**src/hdl/nfs_pkg.sv**
```systemverilog
// ----------------------------------------------------------------------------
// nfs_pkg
// shared types and constants for the newest-first top-k selector
// ----------------------------------------------------------------------------
package nfs_pkg;

    // number of cells in the chain, 1 to 64
    localparam int LIMIT  = 8;
    // width of a count that may reach LIMIT
    localparam int CNT_W  = $clog2(LIMIT + 1);
    // width of the seen counter, saturates at LIMIT+1
    localparam int SEEN_W = $clog2(LIMIT + 2);

    localparam int ID_W   = 16;
    localparam int TIME_W = 32;
    localparam int DUR_W  = 32;
    localparam int MAX_W  = 7;

    localparam logic [MAX_W-1:0] MAX_RESET = MAX_W'(8);

    // beat kinds on the input side
    localparam logic CMD_OFFER  = 1'b0;
    localparam logic CMD_FINISH = 1'b1;

    // register index of max_entries
    localparam logic REG_MAX_ENTRIES = 1'b0;

    typedef struct packed {
        logic [DUR_W-1:0]  dur;
        logic [TIME_W-1:0] created;
        logic [ID_W-1:0]   id;
    } t_rec;

    typedef struct packed {
        logic offer;      // insert the offered record in this cycle
        logic pop;        // readout: pull from the next cell
        logic occ;        // this cell holds a live entry
        logic take_prev;  // previous cell also takes
    } t_cell_ctl;

    typedef enum logic {
        ST_IDLE,
        ST_EMIT
    } t_state;

endpackage

```
**src/hdl/nfs_cell.sv**
```systemverilog
// ----------------------------------------------------------------------------
// nfs_cell
// one compare-and-shift cell of the sorted chain
// ----------------------------------------------------------------------------
module nfs_cell
    import nfs_pkg::*;
(
    input  logic      i_clk,
    input  t_cell_ctl i_ctl,
    input  t_rec      i_new,
    input  t_rec      i_prev,
    input  t_rec      i_next,
    output t_rec      o_rec,
    output logic      o_take
);

    t_rec r_rec;
    logic w_newer;

    // newer: larger time, or equal time and larger id
    assign w_newer = {i_new.created, i_new.id} > {r_rec.created, r_rec.id};
    // an empty cell is outranked by anything
    assign o_take  = i_ctl.occ ? w_newer : 1'b1;
    assign o_rec   = r_rec;

    always_ff @(posedge i_clk) begin
        if (i_ctl.pop) begin
            r_rec <= i_next;
        end else if (i_ctl.offer && o_take) begin
            r_rec <= i_ctl.take_prev ? i_prev : i_new;
        end
    end

endmodule

```
**src/hdl/newest_first_top_k_selector.sv**
```systemverilog
// ----------------------------------------------------------------------------
// newest_first_top_k_selector
// keeps the newest records of a stream in a sorted chain of cells and
// emits them newest first on a finish beat
// ----------------------------------------------------------------------------
//
//  channel   dir  handshake                 payload
//  s_*       in   s_tvalid / s_tready       tuser: command
//                                           tdata: rec_id, created_time, duration
//  m_*       out  m_tvalid / m_tready       tuser: entry_valid, more_available
//                                           tdata: out_id, out_created, out_duration
//                                           tlast: last_of_run
//  apb       in   psel & penable & pwrite   reg 0 at byte address 0: max_entries
//
//  on an offer beat every cell compares the record with its own
//  entry at once and the chain shifts down past the insertion point
//  a finish beat starts a readout of max(held, 1) beats, one per cycle while
//  m_tready is high, pulling the chain up toward cell 0; no beat is taken on
//  s_* until the last result is in the output register
//  the output register lets new offers in while the last result waits
//  synchronous active-low reset clears counts, state and the output valid;
//  max_entries resets to 8
// ----------------------------------------------------------------------------
module newest_first_top_k_selector
    import nfs_pkg::*;
(
    input  logic        i_clk,
    input  logic        i_rst_n,

    input  logic        s_tvalid,
    output logic        s_tready,
    input  logic [79:0] s_tdata,   // [15:0] rec_id, [47:16] created_time, [79:48] duration
    input  logic [0:0]  s_tuser,   // [0] command

    output logic        m_tvalid,
    input  logic        m_tready,
    output logic [79:0] m_tdata,   // [15:0] out_id, [47:16] out_created, [79:48] out_duration
    output logic [1:0]  m_tuser,   // [0] entry_valid, [1] more_available
    output logic        m_tlast,   // last_of_run

    input  logic        psel,
    input  logic        penable,
    input  logic        pwrite,
    input  logic [2:0]  paddr,
    input  logic [31:0] pwdata,
    output logic [31:0] prdata,
    output logic        pready
);

    // config and control state
    logic [MAX_W-1:0]  r_max;
    logic [CNT_W-1:0]  r_held;
    logic [SEEN_W-1:0] r_seen;
    logic [CNT_W-1:0]  r_rem;
    logic              r_empty;
    logic              r_more;
    t_state            r_state, n_state;

    // output register
    logic              r_mvalid;
    t_rec              r_mrec;
    logic              r_mentry;
    logic              r_mmore;
    logic              r_mlast;

    logic [CNT_W-1:0]  w_m;
    logic [CNT_W-1:0]  w_held;
    logic              w_acc;
    logic              w_acc_offer;
    logic              w_acc_finish;
    logic              w_place;
    logic              w_offer;
    logic              w_ofree;
    logic              w_emit;
    logic              w_emit_last;
    logic              w_cfg_wr;
    t_rec              w_new;

    t_rec              w_rec  [LIMIT];
    logic [LIMIT-1:0]  w_take;
    logic [LIMIT-1:0]  w_ltm;

    // ---------------- apb register ----------------
    assign pready   = 1'b1;
    assign w_cfg_wr = psel && penable && pwrite && (paddr[2] == REG_MAX_ENTRIES);
    assign prdata   = (paddr[2] == REG_MAX_ENTRIES) ? {{(32-MAX_W){1'b0}}, r_max} : 32'd0;

    // effective limit and held count under that limit
    assign w_m    = (r_max < MAX_W'(LIMIT)) ? CNT_W'(r_max) : CNT_W'(LIMIT);
    assign w_held = (r_held < w_m) ? r_held : w_m;

    assign w_new.id      = s_tdata[15:0];
    assign w_new.created = s_tdata[47:16];
    assign w_new.dur     = s_tdata[79:48];

    assign w_acc        = s_tvalid && s_tready;
    assign w_acc_offer  = w_acc && (s_tuser[0] == CMD_OFFER);
    assign w_acc_finish = w_acc && (s_tuser[0] == CMD_FINISH);

    // ---------------- cell chain ----------------
    // take bits are monotone along the chain, so the record lands inside the
    // limit exactly when some cell below the limit takes
    assign w_place = |(w_take & w_ltm);
    assign w_offer = w_acc_offer && w_place;

    for (genvar gi = 0; gi < LIMIT; gi++) begin : g_cell
        t_cell_ctl w_ctl;

        assign w_ltm[gi]       = CNT_W'(gi) < w_m;
        assign w_ctl.offer     = w_offer;
        assign w_ctl.pop       = w_emit && !r_empty;
        assign w_ctl.occ       = CNT_W'(gi) < w_held;
        assign w_ctl.take_prev = (gi == 0) ? 1'b0 : w_take[(gi == 0) ? 0 : gi-1];

        nfs_cell u_cell (
            .i_clk  (i_clk),
            .i_ctl  (w_ctl),
            .i_new  (w_new),
            .i_prev (w_rec[(gi == 0) ? 0 : gi-1]),
            .i_next (w_rec[(gi == LIMIT-1) ? gi : gi+1]),
            .o_rec  (w_rec[gi]),
            .o_take (w_take[gi])
        );
    end

    // ---------------- control fsm ----------------
    assign w_ofree     = !r_mvalid || m_tready;
    assign w_emit_last = r_empty || (r_rem == CNT_W'(1));

    always_comb begin
        n_state = r_state;
        unique case (r_state)
            ST_IDLE: begin
                if (w_acc_finish) begin
                    n_state = ST_EMIT;
                end
            end
            ST_EMIT: begin
                if (w_ofree && w_emit_last) begin
                    n_state = ST_IDLE;
                end
            end
            default: n_state = ST_IDLE;
        endcase
    end

    always_comb begin
        s_tready = 1'b0;
        w_emit   = 1'b0;
        unique case (r_state)
            ST_IDLE: s_tready = 1'b1;
            ST_EMIT: w_emit   = w_ofree;
            default: begin
                s_tready = 1'b0;
                w_emit   = 1'b0;
            end
        endcase
    end

    always_ff @(posedge i_clk) begin
        if (!i_rst_n) begin
            r_state <= ST_IDLE;
            r_max   <= MAX_RESET;
            r_held  <= '0;
            r_seen  <= '0;
            r_rem   <= '0;
            r_empty <= 1'b0;
            r_more  <= 1'b0;
        end else begin
            r_state <= n_state;
            if (w_cfg_wr) begin
                r_max <= pwdata[MAX_W-1:0];
            end
            if (w_acc_offer) begin
                if (r_seen < SEEN_W'(LIMIT + 1)) begin
                    r_seen <= r_seen + SEEN_W'(1);
                end
                if (w_place && (w_held < w_m)) begin
                    r_held <= w_held + CNT_W'(1);
                end else begin
                    r_held <= w_held;
                end
            end else if (w_acc_finish) begin
                r_held  <= '0;
                r_seen  <= '0;
                r_rem   <= w_held;
                r_empty <= (w_held == '0);
                r_more  <= (w_m != '0) && (SEEN_W'(w_m) < r_seen);
            end else if (w_emit && !r_empty) begin
                r_rem <= r_rem - CNT_W'(1);
            end
        end
    end

    // ---------------- output register ----------------
    always_ff @(posedge i_clk) begin
        if (!i_rst_n) begin
            r_mvalid <= 1'b0;
        end else if (w_emit) begin
            r_mvalid <= 1'b1;
        end else if (m_tready) begin
            r_mvalid <= 1'b0;
        end
    end

    always_ff @(posedge i_clk) begin
        if (w_emit) begin
            r_mmore <= r_more;
            r_mlast <= w_emit_last;
            if (r_empty) begin
                r_mrec   <= '0;
                r_mentry <= 1'b0;
            end else begin
                r_mrec   <= w_rec[0];
                r_mentry <= 1'b1;
            end
        end
    end

    assign m_tvalid = r_mvalid;
    assign m_tdata  = {r_mrec.dur, r_mrec.created, r_mrec.id};
    assign m_tuser  = {r_mmore, r_mentry};
    assign m_tlast  = r_mlast;

endmodule

```
**config.mk**
```make
export PLATFORM = sky130hd
export DESIGN_NAME = newest_first_top_k_selector
export DESIGN_NICKNAME = d
export VERILOG_FILES = /design/src/hdl/nfs_pkg.sv /design/src/hdl/nfs_cell.sv /design/src/hdl/newest_first_top_k_selector.sv
export SDC_FILE = /design/constraint.sdc
export NUM_CORES = 2
export LEC_CHECK = 0
export ABC_AREA = 0
export BUFFER_PORTS_ARGS = -buffer_cell sky130_fd_sc_hd__clkbuf_2
export CORE_ASPECT_RATIO = 1.2
export CORE_MARGIN = 2
export CORE_UTILIZATION = 30
export DETAILED_ROUTE_END_ITERATION = 7
export GPL_ROUTABILITY_DRIVEN = 0
export PLACE_DENSITY = 0.41
export SLEW_MARGIN = 20
export SYNTH_ARGS = -nofsm -noshare
export SYNTH_HDL_FRONTEND = slang
export SYNTH_HIERARCHICAL = 1
export SYNTH_SLANG_ARGS = --single-unit
```
**constraint.sdc**
```tcl
create_clock -name i_clk -period 11.4 [get_ports i_clk]
set_input_delay 1.71 -clock i_clk [delete_from_list [all_inputs] [get_ports i_clk]]
set_output_delay 1.71 -clock i_clk [all_outputs]
set_load 0.01 [all_outputs]
```
# Word level (Yosys, flattened, before mapping)
# Index checks and enable logic that the tools add are counted.
dict set report totals {
  reg_bits 746
  inputBits 123
  out_inout_bits 118
}
dict set report op_classes {
  eq_ne 2
  add_sub_neg 3
  n_reduce_logical 40
  magnitude_cmp 29
  bitwise 6
  mux 47
}
# operator n
set op_table {}
lappend op_table {{$mux W80} 21}
lappend op_table {{$gt A48 B48 Y1} 8}
lappend op_table {{$mux W4} 9}
lappend op_table {{$lt A3 B4 Y1 const A} 8}
lappend op_table {{$reduce_bool A2 Y1} 10}
lappend op_table {{$logic_and A1 B1 Y1} 19}
lappend op_table {{$lt A1 B4 Y1 const A} 4}
lappend op_table {{$lt A2 B4 Y1 const A} 4}
lappend op_table {{$mux W1} 15}
lappend op_table {{$lt A4 B4 Y1} 3}
lappend op_table {{$add A4 B1 Y4 const B} 2}
lappend op_table {{$and A8 B8 Y8} 1}
lappend op_table {{$reduce_and A2 Y1} 4}
lappend op_table {{$reduce_or A8 Y1} 1}
lappend op_table {{$lt A7 B4 Y1 const B} 1}
lappend op_table {{$mux W7} 1}
lappend op_table {{$not A1 Y1} 5}
lappend op_table {{$eq A4 B1 Y1 const B} 1}
lappend op_table {{$logic_not A4 Y1} 1}
lappend op_table {{$lt A4 B4 Y1 const B} 1}
lappend op_table {{$reduce_bool A4 Y1} 1}
lappend op_table {{$sub A4 B1 Y4 const B} 1}
lappend op_table {{$logic_not A1 Y1} 2}
lappend op_table {{$logic_or A1 B1 Y1} 2}
lappend op_table {{other kinds (2)} 2}

# Longest topological paths before layout
dict set report depth {
  depth_word 12
  depth_mapped 20
  ltp_nobuf 19
}

# Hierarchy
# The synthesis kept the hierarchy.
# mod instances area_each_um2 cells_each
set by_module_without_submodules {}
lappend by_module_without_submodules {nfs_cell 8 5262.5 526}
lappend by_module_without_submodules {newest_first_top_k_selector 1 4972.3 414}

# Worst setup path before layout
# No wires, ideal clock.
dict set report synth_path {
  kind {reg-to-reg}
  startpoint {register r_max[6]}
  endpoint {register g_cell[0].u_cell.r_rec, in the netlist g_cell[0].u_cell/o_rec[0], enable pin}
  required_time_ps 10834
  slack_ps 2615
  setup_ps 566
  arrival_ps 8218
  path_stages_with_launch 19
  path_cell_list {dfxtp_1 -> or4_4 -> buf_6 -> clkinv_8 -> nand2_4 -> ha_1 -> a21o_1 -> a221oi_1 -> o2bb2ai_1 -> ha_1 -> or3_1 -> and2_1 -> a31oi_1 -> a21oi_1 -> o21ai_0 -> a211oi_1 -> nor3_1 -> o2bb2ai_1 -> a31oi_1}
}
# element line
set synth_lines {}
lappend synth_lines {{start, declared} newest_first_top_k_selector.sv:51} ;# logic [MAX_W-1:0] r_max;
lappend synth_lines {{start signal, assigned} newest_first_top_k_selector.sv:172} ;# r_max <= pwdata[MAX_W-1:0];
lappend synth_lines {{end signal, assigned} nfs_cell.sv:28} ;# r_rec <= i_next;
lappend synth_lines {{end signal, assigned} nfs_cell.sv:30} ;# r_rec <= i_ctl.take_prev ? i_prev : i_new;
lappend synth_lines {{end, declared} nfs_cell.sv:17} ;# t_rec r_rec;

==> out/metrics.csv <==
metric;value;unit
CTS Root Buffer Type;clkbuf_16;
peak supply drop;0.09187;mV
TritonCTS Buffers;91;
first-pass iteration count of the detailed router;5;
CP required;11.70;ns
Final ANT Viol Nets;0;
Syn Inst Count;4622;
Post-synth EDFFs;723;
Final Cell Area;0.05304;mm^2
pin count of the biggest net entering global routing;239;
gr ovfl total;0;
Post-synth ARST share;0;
Top Ports;241;
Setup Crit Path Kind;flop to flop;
Die W;365.6;um
post-layout util;0.3396;
HP Class;flop to flop;
Post-Syn Area;0.04707;mm^2
worst clock skew;0.05161;ns
final std cells w/o fill;6879;
Inst Count DP;6711;
synth cell count leaders;nand2_1 (740), edfxtp_1 (723), o21ai_0 (694);
worst-skew pair later-pin latency;0.73;ns
fmax;137.5;MHz
Core Footprint;0.1562;mm^2
# nets final;5235;
top cell type's share of synthesized area;0.4612;
Final min period;7.273;ns
Die H;437.9;um
first-pass GRT wire length;223800;um
clock network fraction of total power;0.360;
CTS Buffer Depth;3;
Worst path max stage delay;0.87;ns
critical-path cell list;or4_4 -> clkinv_8 -> nand2_4 -> ha_1 -> a21o_1 -> a221oi_1 -> o211ai_1 -> nor2_1 -> nand2_1 -> and2_1 -> a31oi_4 -> nor4_1 -> o211ai_1 -> a211oi_1 -> nor3_1 -> buf_4 -> o2bb2ai_1 -> a31oi_4 -> buf_4;
Net Sw Frac;0.3027;
Comb pwr share;0.182;
synthesized area per cell;10.18;um^2
initial antenna violation count;22;
internal power;5.627;mW
Slew Limit Headroom;0.2583;
Critical Path Start Type;flop;
# port buffers;187;
Slowest-stage cell, CP;buf_4;
Yosys cell types;57;
Via-to-Cell Ratio;4.980;
vias in the first global route;34279;
Resized cells post-CTS;0;
# clock sinks;746;
layout cell share with drive strength beyond 1;0.08006;
Slew Limit Fails;0;
RSZ-0062 raised after global routing;false;
via count;34256;
final worst-path cycle share;0.6380;
overall fraction of global-route tracks in use;0.1864;
H-tree levels;3;
Worst-Margin Slew;1.112;ns
die area;0.1601;mm^2
Area contributors post-synth;edfxtp_1 (46%), mux2i_1 (14%), ha_1 (11%);
Final Hold Fails;0;
area leader, netlist;edfxtp_1;
Hold Buf Count CTS;0;
initial drt markers;2252;
DR WL/cell;21.89;um
num rows;159;
# DRC;0;
LEAKAGE;23.83;nW
synth warn;6;
dpl hpwl;97830;um
Flop pwr share;0.458;
hold_ws;0.4551;ns
Worst-path clk slew;0.06;ns
Most used DFF post-synth;edfxtp_1;
Fin Setup TNS;0;ns
Synth Register Bits;746;
starting density of the core;0.3014;
sequential area share after synthesis;0.4710;
Psw;2.443;mW
count leader, synth;nand2_1;
max-capacitance violation count;0;
CTS tree;built;
# setup viols final;0;
Crit. End Element;flop;
buffers inserted by post-CTS timing repair;0;
status;finished, final reports clean;
Power Density;152.1;mW/mm^2
placed cell areas;0.05015;mm^2
Data arrival, critical path;7.58;ns
crit-path max FO;43;
Layout area overhead;12.67;%
DRT Wirelength;150500;um
# fillers;16093;
-- cells in the final DEF (no fill, tap or decap), types with 17 or more instances in the layout --
| master | Yosys | final |
|---|---|---|
| a211oi_1 | 18 | 18 |
| a21oi_1 | 197 | 197 |
| and4_1 | 17 | 17 |
| buf_4 | 28 | 41 |
| clkbuf_1 | 159 | 22 |
| clkbuf_16 | 0 | 93 |
| clkbuf_2 | 0 | 187 |
| clkinv_1 | 0 | 22 |
| conb_1 | 2 | 27 |
| dfxtp_1 | 23 | 22 |
| edfxtp_1 | 723 | 723 |
| ha_1 | 400 | 400 |
| inv_1 | 403 | 402 |
| mux2i_1 | 648 | 648 |
| nand2_1 | 740 | 740 |
| nand3_1 | 39 | 39 |
| nand4_1 | 86 | 86 |
| nor2_1 | 46 | 46 |
| nor2b_1 | 111 | 111 |
| o21ai_0 | 694 | 694 |
| o21ai_1 | 24 | 24 |
-- cell families (layout without fill, tap and decap cells) --
family | Yosys count | count (layout) | share of synthesized area
AND/OR/NAND/NOR | 1114 | 1114 | 0.1073
AO/OA/AOI/OAI | 1045 | 1045 | 0.1193
flip-flops | 746 | 746 | 0.4710
buffers and inverters | 664 | 801 | 0.05752
multiplexers | 648 | 648 | 0.1378
adder cells (fa/ha/maj) | 400 | 400 | 0.1063
XOR/XNOR | 3 | 3 | 0.0005583
other | 2 | 29 | 0.0001595
-- routing by layer --
layer / share of wire / global-route usage / wire length (um) / up-vias
met5: 0.0016 / 0 / 235 / -
met4: 0.021 / 0.04726 / 3202 / 38
met3: 0.041 / 0.03192 / 6246 / 180
met2: 0.48 / 0.3179 / 72550 / 553
met1: 0.45 / 0.2433 / 68310 / 16712
li1: - / - / - / 16773
-- through the flow --
stage | power, mW | setup slack, ns
3_5_place_dp | 5.240 | 3.282
5_1_grt | 8.530 | 3.550
6_report | 8.069 | 4.127
3_3_place_gp | 5.216 | 3.290
2_1_floorplan | 4.657 | 2.615
4_1_cts | 8.216 | 3.985
-- final cells by class --
type	instances	area [um^2]	area share
sequential	746	22180	0.4181
timing repair buffer	232	1331	0.02510
clock buffer	115	2410	0.04544
clock inverter	50	446.7	0.008422
inverter	404	1536	0.02897
tap	2093	2619	0.04937
multi-input combinational	3237	22520	0.4245
antenna	2	5.005	0.00009436
-- sequential cells by signal, indices dropped and copies added, names as in the netlist --
name / flops
r_mmore: 1
g_cell.u_cell/o_rec: 640
m_tdata: 80
m_tlast: 1
r_rem: 4
r_mentry: 1
m_tvalid: 1
r_more: 1
r_max: 7
r_seen: 4
r_empty: 1
r_state: 1
r_held: 4
-- power by group through the flow --
stage / Sequential [mW] / Clock (mW) / Combinational, mW
detailed placement: 3.76 / 0 / 1.48
CTS: 3.70 / 3.02 / 1.49
global route: 3.74 / 3.11 / 1.68
floorplan: 3.71 / 0 / 0.949
finish: 3.70 / 2.91 / 1.47
global placement: 3.75 / 0 / 1.46
-- path summary, 6_finish.rpt --
kind | cells after the start | slack, ns | end | start
min reg2reg | 0 | 0.46 | r_mmore | r_more
max | 19 | 4.13 | g_cell[1].u_cell/o_rec[53] | r_max[6]
max reg2reg | 19 | 4.13 | g_cell[1].u_cell/o_rec[53] | r_max[6]
min | 0 | 0.46 | r_mmore | r_more
-- critical path: cells and delay by family (launching register included) --
family	cells	cell delay, ns
AOI/OAI and AO/OA	8	3.04
adders and majority gates	1	0.34
buffers and inverters	3	1.19
DFF	1	0.32
and+or+nand+nor	7	1.90
Note: power is estimated with default switching activity, not from simulation.
